## src/rtl/hkrb_pkg.sv

```systemverilog
// types, constants and codes shared by the keyboard report builder
`default_nettype none
package hkrb_pkg;

  localparam int KEY_SLOTS_DEF      = 6;
  localparam int LAYOUT_ENTRIES_DEF = 128;

  localparam logic [2:0] OP_PRESS_CHAR   = 3'd0;
  localparam logic [2:0] OP_RELEASE_CHAR = 3'd1;
  localparam logic [2:0] OP_PRESS_RAW    = 3'd2;
  localparam logic [2:0] OP_RELEASE_RAW  = 3'd3;
  localparam logic [2:0] OP_RELEASE_ALL  = 3'd4;
  localparam logic [2:0] OP_LOAD_LAYOUT  = 3'd5;

  localparam logic [7:0] MOD_FIRST     = 8'hE0;
  localparam logic [7:0] MOD_END       = 8'hE8;
  localparam logic [7:0] USAGE_END     = 8'hA5;
  localparam logic [7:0] CHAR_RAW_BASE = 8'h88;
  localparam logic [7:0] CHAR_MOD_BASE = 8'h80;
  localparam logic [7:0] MOD_LSHIFT    = 8'h02;
  localparam logic [7:0] MOD_ALTGR     = 8'h40;
  localparam logic [7:0] USAGE_NON_US  = 8'h32;
  localparam logic [7:0] USAGE_ISO     = 8'h64;
  localparam logic [7:0] SHIFT_LEFT    = 8'hE1;

  typedef struct packed {
    logic [2:0] opcode;
    logic [7:0] code;
    logic [6:0] layout_index;
    logic [7:0] layout_entry;
  } cmd_item_t;

  typedef struct packed {
    logic [7:0] modifier_bits;
    logic [7:0] key_slot_0;
    logic [7:0] key_slot_1;
    logic [7:0] key_slot_2;
    logic [7:0] key_slot_3;
    logic [7:0] key_slot_4;
    logic [7:0] key_slot_5;
    logic       report_sent;
    logic       accepted;
    logic       last_of_run;
  } rpt_item_t;

endpackage
`default_nettype wire

```

## src/rtl/hid_keyboard_report_builder_top.sv

```systemverilog
// boot keyboard report builder: modifier byte, key slots, layout table, report sequencer
//
// Each command transfer yields one or two report transfers. Load layout, release all and
// undefined opcodes go straight to the report; a raw key press or release of an ordinary
// usage passes the raw step and slot scan first, a character command also the layout lookup,
// and a shift sent as its own key report adds a raw step and report. The command
// time is set by the single slot comparator, which walks the key slots one per cycle, and by
// the registered read of the layout memory. cmd_stall stays high until the last report of a
// command is in the output register; the next command may enter while that report waits.
`default_nettype none
module hid_keyboard_report_builder_top #(
  parameter int KEY_SLOTS      = hkrb_pkg::KEY_SLOTS_DEF,
  parameter int LAYOUT_ENTRIES = hkrb_pkg::LAYOUT_ENTRIES_DEF
) (
  input  wire                 clk,
  input  wire                 rst,
  input  wire                 cmd_valid,
  output logic                cmd_stall,
  input  hkrb_pkg::cmd_item_t cmd_data,
  output logic                rpt_valid,
  input  wire                 rpt_stall,
  output hkrb_pkg::rpt_item_t rpt_data,
  input  wire                 cfg_valid,
  output logic                cfg_ready,
  input  wire                 cfg_data
);
  import hkrb_pkg::*;

  localparam int SLOT_W = (KEY_SLOTS > 1) ? $clog2(KEY_SLOTS) : 1;
  localparam int LAY_AW = $clog2(LAYOUT_ENTRIES);

  typedef enum logic [4:0] {
    S_IDLE   = 5'b00001,
    S_LOOKUP = 5'b00010,
    S_RAW    = 5'b00100,
    S_SCAN   = 5'b01000,
    S_EMIT   = 5'b10000
  } state_t;

  state_t state, state_next;

  logic              shift_key;
  logic [7:0]        modifier;
  logic [7:0]        slots [KEY_SLOTS];
  logic [7:0]        key;
  logic              press;
  logic              pend;
  logic [7:0]        pend_key;
  logic              pend_altgr;
  logic [SLOT_W-1:0] scan_idx;
  logic [SLOT_W-1:0] emp_idx;
  logic              emp_found;
  logic              emit_sent;
  logic              emit_acc;

  logic [7:0]        lay_mem [LAYOUT_ENTRIES];
  logic              lay_vld [LAYOUT_ENTRIES];
  logic [7:0]        rd_data;
  logic              rd_vld;
  logic [LAY_AW-1:0] raddr;
  logic [LAY_AW-1:0] waddr;

  logic              cmd_take;
  logic              is_char_op;
  logic              load_op;
  logic              is_mod_key;
  logic              is_usage;
  logic [7:0]        key_bit;
  logic [7:0]        slot_cur;
  logic              hit;
  logic              scan_last;
  logic [7:0]        ent;
  logic [7:0]        k_raw;
  logic [7:0]        k_map;
  logic [7:0]        mod_mask;
  logic              rpt_free;
  logic              rpt_load;
  logic [7:0]        slot_vis [6];
  rpt_item_t         rpt_next;

  assign cmd_stall = (state != S_IDLE);
  assign cfg_ready = 1'b1;
  assign cmd_take  = (state == S_IDLE) && cmd_valid;

  assign is_char_op = (cmd_data.opcode == OP_PRESS_CHAR) ||
                      (cmd_data.opcode == OP_RELEASE_CHAR);
  assign load_op    = cmd_take && (cmd_data.opcode == OP_LOAD_LAYOUT);
  assign raddr      = LAY_AW'(cmd_data.code[6:0]);
  assign waddr      = LAY_AW'(cmd_data.layout_index);

  assign is_mod_key = (key >= MOD_FIRST) && (key < MOD_END);
  assign is_usage   = (key != 8'h00) && (key < USAGE_END);
  assign key_bit    = 8'h01 << key[2:0];
  assign slot_cur   = slots[scan_idx];
  assign hit        = (slot_cur == key);
  assign scan_last  = (scan_idx == SLOT_W'(KEY_SLOTS - 1));

  assign ent      = rd_vld ? rd_data : 8'h00;
  assign k_raw    = {2'b00, ent[5:0]};
  assign k_map    = (k_raw == USAGE_NON_US) ? USAGE_ISO : k_raw;
  assign mod_mask = ((ent[7] && !shift_key) ? MOD_LSHIFT : 8'h00) |
                    (ent[6] ? MOD_ALTGR : 8'h00);

  assign rpt_free = !rpt_valid || !rpt_stall;
  assign rpt_load = (state == S_EMIT) && rpt_free;

  for (genvar g = 0; g < 6; g++) begin : g_vis
    if (g < KEY_SLOTS) begin : g_on
      assign slot_vis[g] = slots[g];
    end else begin : g_off
      assign slot_vis[g] = 8'h00;
    end
  end

  always_comb begin
    rpt_next.modifier_bits = modifier;
    rpt_next.key_slot_0    = slot_vis[0];
    rpt_next.key_slot_1    = slot_vis[1];
    rpt_next.key_slot_2    = slot_vis[2];
    rpt_next.key_slot_3    = slot_vis[3];
    rpt_next.key_slot_4    = slot_vis[4];
    rpt_next.key_slot_5    = slot_vis[5];
    rpt_next.report_sent   = emit_sent;
    rpt_next.accepted      = emit_acc;
    rpt_next.last_of_run   = !pend;
  end

  always_comb begin
    state_next = state;
    unique case (state)
      S_IDLE: begin
        if (cmd_valid) begin
          if (is_char_op) begin
            state_next = cmd_data.code[7] ? S_RAW : S_LOOKUP;
          end else if ((cmd_data.opcode == OP_PRESS_RAW) ||
                       (cmd_data.opcode == OP_RELEASE_RAW)) begin
            state_next = S_RAW;
          end else begin
            state_next = S_EMIT;
          end
        end
      end
      S_LOOKUP: state_next = (ent == 8'h00) ? S_EMIT : S_RAW;
      S_RAW:    state_next = is_usage ? S_SCAN : S_EMIT;
      S_SCAN:   state_next = (hit || scan_last) ? S_EMIT : S_SCAN;
      S_EMIT: begin
        if (rpt_free) begin
          state_next = pend ? S_RAW : S_IDLE;
        end
      end
      default:  state_next = S_IDLE;
    endcase
  end

  // layout memory, registered read
  always_ff @(posedge clk) begin
    if (load_op) begin
      lay_mem[waddr] <= cmd_data.layout_entry;
    end
    rd_data <= lay_mem[raddr];
    rd_vld  <= lay_vld[raddr];
  end

  always_ff @(posedge clk) begin
    if (rst) begin
      state     <= S_IDLE;
      shift_key <= 1'b0;
      modifier  <= 8'h00;
      pend      <= 1'b0;
      rpt_valid <= 1'b0;
      for (int i = 0; i < KEY_SLOTS; i++) begin
        slots[i] <= 8'h00;
      end
      for (int i = 0; i < LAYOUT_ENTRIES; i++) begin
        lay_vld[i] <= 1'b0;
      end
    end else begin
      state <= state_next;
      if (cfg_valid) begin
        shift_key <= cfg_data;
      end
      if (load_op) begin
        lay_vld[waddr] <= 1'b1;
      end
      if (rpt_load) begin
        rpt_valid <= 1'b1;
      end else if (!rpt_stall) begin
        rpt_valid <= 1'b0;
      end

      unique case (state)
        S_IDLE: begin
          if (cmd_valid) begin
            press <= (cmd_data.opcode == OP_PRESS_CHAR) ||
                     (cmd_data.opcode == OP_PRESS_RAW);
            pend  <= 1'b0;
            unique case (cmd_data.opcode)
              OP_PRESS_CHAR, OP_RELEASE_CHAR: begin
                if (cmd_data.code >= CHAR_RAW_BASE) begin
                  key <= cmd_data.code - CHAR_RAW_BASE;
                end else if (cmd_data.code >= CHAR_MOD_BASE) begin
                  // modifier character, then a null raw step
                  if (cmd_data.opcode == OP_PRESS_CHAR) begin
                    modifier <= modifier | (8'h01 << cmd_data.code[2:0]);
                  end else begin
                    modifier <= modifier & ~(8'h01 << cmd_data.code[2:0]);
                  end
                  key <= 8'h00;
                end
              end
              OP_PRESS_RAW, OP_RELEASE_RAW: key <= cmd_data.code;
              OP_RELEASE_ALL: begin
                modifier <= 8'h00;
                for (int i = 0; i < KEY_SLOTS; i++) begin
                  slots[i] <= 8'h00;
                end
                emit_sent <= 1'b1;
                emit_acc  <= 1'b1;
              end
              OP_LOAD_LAYOUT: begin
                emit_sent <= 1'b0;
                emit_acc  <= 1'b1;
              end
              default: begin
                emit_sent <= 1'b0;
                emit_acc  <= 1'b0;
              end
            endcase
          end
        end
        S_LOOKUP: begin
          if (ent == 8'h00) begin
            emit_sent <= 1'b0;
            emit_acc  <= 1'b0;
          end else if (ent[7] && shift_key && press) begin
            // left shift key report first, key press follows
            key        <= SHIFT_LEFT;
            pend       <= 1'b1;
            pend_key   <= k_map;
            pend_altgr <= ent[6];
          end else begin
            modifier   <= press ? (modifier | mod_mask) : (modifier & ~mod_mask);
            key        <= k_map;
            pend       <= ent[7] && shift_key;
            pend_key   <= SHIFT_LEFT;
            pend_altgr <= 1'b0;
          end
        end
        S_RAW: begin
          scan_idx  <= '0;
          emp_found <= 1'b0;
          if (is_mod_key) begin
            modifier  <= press ? (modifier | key_bit) : (modifier & ~key_bit);
            emit_sent <= 1'b1;
            emit_acc  <= 1'b1;
          end else if (!is_usage) begin
            emit_sent <= !press || (modifier != 8'h00);
            emit_acc  <= !press || (modifier != 8'h00);
          end
        end
        S_SCAN: begin
          scan_idx <= scan_idx + SLOT_W'(1);
          if (press) begin
            if (hit) begin
              emit_sent <= 1'b0;
              emit_acc  <= 1'b1;
            end else begin
              if ((slot_cur == 8'h00) && !emp_found) begin
                emp_found <= 1'b1;
                emp_idx   <= scan_idx;
              end
              if (scan_last) begin
                if (emp_found) begin
                  slots[emp_idx] <= key;
                  emit_sent      <= 1'b1;
                  emit_acc       <= 1'b1;
                end else if (slot_cur == 8'h00) begin
                  slots[scan_idx] <= key;
                  emit_sent       <= 1'b1;
                  emit_acc        <= 1'b1;
                end else begin
                  emit_sent <= 1'b0;
                  emit_acc  <= 1'b0;
                end
              end
            end
          end else begin
            if (hit) begin
              slots[scan_idx] <= 8'h00;
            end
            emit_sent <= 1'b1;
            emit_acc  <= 1'b1;
          end
        end
        S_EMIT: begin
          if (rpt_free) begin
            rpt_data <= rpt_next;
            if (pend) begin
              key  <= pend_key;
              pend <= 1'b0;
              if (pend_altgr) begin
                modifier <= modifier | MOD_ALTGR;
              end
            end
          end
        end
        default: ;
      endcase
    end
  end

  a_single_run_done: assert property (@(posedge clk) disable iff (rst)
    (rpt_load && !pend) |=> (state == S_IDLE))
    else $error("sequencer did not return to idle after the final report");

  a_two_runs_need_mode: assert property (@(posedge clk) disable iff (rst)
    (rpt_load && !rpt_next.last_of_run) |-> shift_key)
    else $error("two-report run outside shift key report mode");

  a_scan_in_range: assert property (@(posedge clk) disable iff (rst)
    (state == S_SCAN) |-> (int'(scan_idx) < KEY_SLOTS))
    else $error("slot scan ran past the last slot");

  a_scan_key_nonzero: assert property (@(posedge clk) disable iff (rst)
    (state == S_SCAN) |-> (key != 8'h00) && (key < USAGE_END))
    else $error("slot scan started for a key that is not an ordinary usage");

endmodule
`default_nettype wire
```

## config.mk

```make
export PLATFORM = sky130hd
export DESIGN_NAME = hid_keyboard_report_builder_top
export DESIGN_NICKNAME = d
export VERILOG_FILES = /design/src/rtl/hkrb_pkg.sv /design/src/rtl/hid_keyboard_report_builder_top.sv
export SDC_FILE = /design/constraint.sdc
export NUM_CORES = 2
export LEC_CHECK = 0
export BUFFER_PORTS_ARGS = -buffer_cell sky130_fd_sc_hd__clkbuf_2
export CORE_MARGIN = 2
export CORE_UTILIZATION = 56
export DETAILED_ROUTE_END_ITERATION = 7
export PLACE_DENSITY = 0.79
export SKIP_CTS_REPAIR_TIMING = 1
export SLEW_MARGIN = 20
export SYNTH_ARGS = -nofsm -noshare
export SYNTH_HDL_FRONTEND = slang
export SYNTH_SLANG_ARGS = --single-unit
```

## constraint.sdc

```tcl
create_clock -name clk -period 6.05 [get_ports clk]
set_input_delay 0.9075 -clock clk [delete_from_list [all_inputs] [get_ports clk]]
set_output_delay 0.9075 -clock clk [all_outputs]
set_load 0.03 [all_outputs]
```

==> impl_metrics.tcl <==
set metrics [dict create \
    outcome "finished, final reports clean" \
    yosysWarnings 0 \
    async_flop_share 0 \
    crit_path_end_kind "flip-flop" \
    worstSetupStartpointType "flip-flop" \
    cpMaxStageDelayCell "nand2_1" \
    synth_cells 2780 \
    cpMostUsedCell "nand2_1" \
    synthAdderAreaFrac 0.000953 \
    irDropWorstVdd_uv 244 \
    grt_max_degree 114 \
    p_leak_nw 18.8 \
    ys.flop_type "edfxtp_1" \
    drtAntennaViolNets 0 \
    floorplan.initialDensity 0.564 \
    synth-compound-area-share 0.0263 \
    required_ns 6.52 \
    p_clk_frac 0.405 \
    area_growth_syn_to_layout_pct 11.3 \
    fp.dieW_um 310 \
    routed_wl_um 124000 \
    clk_transition_reported_paths_ns 0.06 \
    seq_area_frac_synth 0.731 \
    n_fill_cell 6066 \
    portBuffers 92 \
    clock_sinks 1330 \
    clock_skew_ns 0.0270 \
    p_seq_frac 0.528 \
    power.internal_mw 15.1 \
    hold_viol_final 0 \
    setup_tns_ns 0 \
    grt_pass1_wl_um 185000 \
    drv_cap 0 \
    final_util 0.628 \
    htreeDepth 4 \
    synth_top_family_by_area "multiplexers" \
    grt_pass1_vias 27674 \
    holdPathStages 0 \
    worstHoldEndpoint "rpt_data[2]$_DFFE_PP_" \
    cts_buffers 131 \
    synthDistinctLibCells 65 \
    rows 112 \
    muxShareOfSynthArea 0.173 \
    hp-class "flip-flop to flip-flop" \
    nNetsFinal 2916 \
    rsz0062_at_grt "no" \
    cts_tree "built" \
    netlist_area_um2 52500 \
    fp.coreArea_um2 93000 \
    syn_area_per_cell_um2 18.9 \
    fmax_ghz 0.217 \
    hpwlAfterDp_um 73700 \
    worst_ep_arrival_time_ns 5.09 \
    wl_per_cell_um 29.2 \
    dr.first_iter.drc_count 4014 \
    max_stage_delay_ns 0.87 \
    grt_usage 0.264 \
    yosys_register_bits 1330 \
    r2r_end "slots[1][3]$_SDFFCE_PN0P_" \
    r2r_slack_ns 1.44 \
    synthXorXnorAreaFrac 0.00200 \
    grt.overflow.total 0 \
    report.final.slew_viol_count 0 \
    slew_headroom 0.251 \
    critical_path_peak_fanout 42 \
    finalSetupViolCount 0 \
    p_per_area_nw_per_um2 331 \
    path_cells "buf_4 -> mux4_1 -> mux2i_1 -> xor2_1 -> nand2_1 -> nor4_2 -> nand2_1 -> and3b_1" \
    path_buf_inv 1 \
    cpLargestDelayFamily "simple AND/OR/NAND/NOR gates" \
    cts_root_buffer "clkbuf_16" \
    period_share 0.762 \
    reg2reg_depth 8 \
    sw_frac_of_total 0.222 \
    cts.path.max_buffers 3 \
    die_y_um 310 \
    gp_congestion 0.978 \
    worst_hold_startpoint "emit_sent$_DFFE_PP_" \
    antenna_found_initial 3 \
    comb_power_share 0.067 \
    die-area_um2 96200 \
    switchingPower_mw 4.30 \
    via_per_inst 6.58 \
    clock_latency_ns 0.73 \
    min_period_ns 4.61 \
    boundaryPins 94 \
    drive_gt1_frac 0.239 \
    synth-edff-count 1174 \
    dr.pass1.iters 6 \
    synth_fp_nets 2816 \
    drcViolationCount 0 \
    synthSimpleGateAreaFrac 0.0522 \
    worstMarginPinSlew_ns 1.12 \
    worstSetupPathType "flip-flop to flip-flop" \
    vias 27862 \
]
## stage by stage
stage               total power, mW  area, um^2  std cells  worst slack, ns  hold WS, ns
finish                         19.4       58400       4237             1.44        0.439
global route                   19.9       58400       4236             1.17        0.439
CTS                            19.4       58400       4236             1.54        0.407
detailed placement             11.7       54300       4001             1.59        0.415
global placement               11.7       54300       4001             1.73        0.407
floorplan                      11.2       52500       2780             1.92        0.400
## kinds of logic after synthesis
family / Yosys count
fa+ha+maj: 4
other cells: 1
mux: 436
buf+inv: 179
compound gates: 226
xor+xnor: 12
flops: 1330
simple gates: 592
## placed cells by master, fill, tap and decap left out, drive strengths merged, types with 4 or more instances in the layout
cell,n
a21oi,149
a221o,13
a22oi,5
and2,23
and3,20
and3b,22
buf,55
bufinv,5
clkbuf,258
clkinv,43
clkinvlp,4
dfxtp,156
edfxtp,1174
ha,4
inv,16
mux2,8
mux2i,55
mux4,373
nand2,84
nand2b,14
nand3,20
nand3b,9
nand4,4
nor2,319
nor2b,18
nor3,27
nor3b,9
nor4,7
o21ai,8
o221a,6
o221ai,4
o22ai,8
o32ai,4
or3,6
or4,6
xnor2,4
xor2,8
## cells in the mapped netlist (6+ instances only)
cell type	number	area (um^2)
mux2i_1	50	500
or3_1	6	37.5
o22ai_1	8	50.1
a21oi_1	149	746
nand3_1	20	100
nand3b_1	9	67.6
mux4_2	368	8290
nor4_1	6	37.5
buf_2	15	75.1
mux2_2	8	90.1
nor2_1	319	1200
nand2b_1	14	87.6
or4_1	6	45.0
and2_1	23	144
nor3b_1	9	67.6
buf_1	33	124
inv_1	9	33.8
o21ai_0	8	40.0
xor2_1	8	70.1
a221o_1	13	130
and3b_1	22	193
nor2b_1	18	113
edfxtp_1	1174	35300
dfxtp_1	156	3120
nor3_1	27	135
and3_1	20	125
nand2_1	84	315
clkbuf_1	115	432
o221a_2	6	67.6
## how the worst max path moves through the flow
| stage | startpoint | end | cells after the start |
|---|---|---|---|
| after floorplan | rst | rpt_data[0]$_DFFE_PP_ | 3 |
| after global placement | flip-flop | slots[1][6]$_SDFFCE_PN0P_ | 8 |
| after detailed placement | flip-flop | slots[0][6]$_SDFFCE_PN0P_ | 8 |
| after CTS | flip-flop | slots[1][3]$_SDFFCE_PN0P_ | 8 |
| after global routing | flip-flop | slots[0][6]$_SDFFCE_PN0P_ | 8 |
| final | flip-flop | slots[1][3]$_SDFFCE_PN0P_ | 8 |
## power by group through the flow
stage / Sequential, mW / Clock [mW] / Combinational [mW]
final: 10.2 / 7.84 / 1.30
after detailed placement: 10.4 / 0 / 1.28
after global routing: 10.2 / 8.25 / 1.38
after global placement: 10.4 / 0 / 1.24
after CTS: 10.2 / 7.89 / 1.29
after floorplan: 10.3 / 0 / 0.855
## state kept, by name (all words and copies together), names as in the netlist, 3 cells and up, named ones only
register / count
rd_data: 8
rpt_data: 59
lay_mem: 1024
key: 8
modifier: 8
pend_key: 8
lay_vld: 128
emp_idx: 3
slots: 64
state: 5
scan_idx: 3
## per-layer routing
metal	routed length [um]	vias up	GRT usage
li1	-	11404	-
met1	45100	14377	0.361
met2	62200	1816	0.434
met3	13000	261	0.0510
met4	3610	4	0.0825
met5	32	-	0
## final cells by class
cell class | count | area [um^2] | share of cell area
flip-flops and latches | 1330 | 38400 | 0.657
multi-input cells | 1271 | 13400 | 0.230
clock buffers | 178 | 3650 | 0.0625
well taps | 1254 | 1570 | 0.0268
repair buffers | 135 | 891 | 0.0152
clock inverters | 57 | 480 | 0.00822
inverters | 11 | 43.8 | 0.000749
diodes | 1 | 2.50 | 0.0000428
Power figures use the tool's default switching activity.
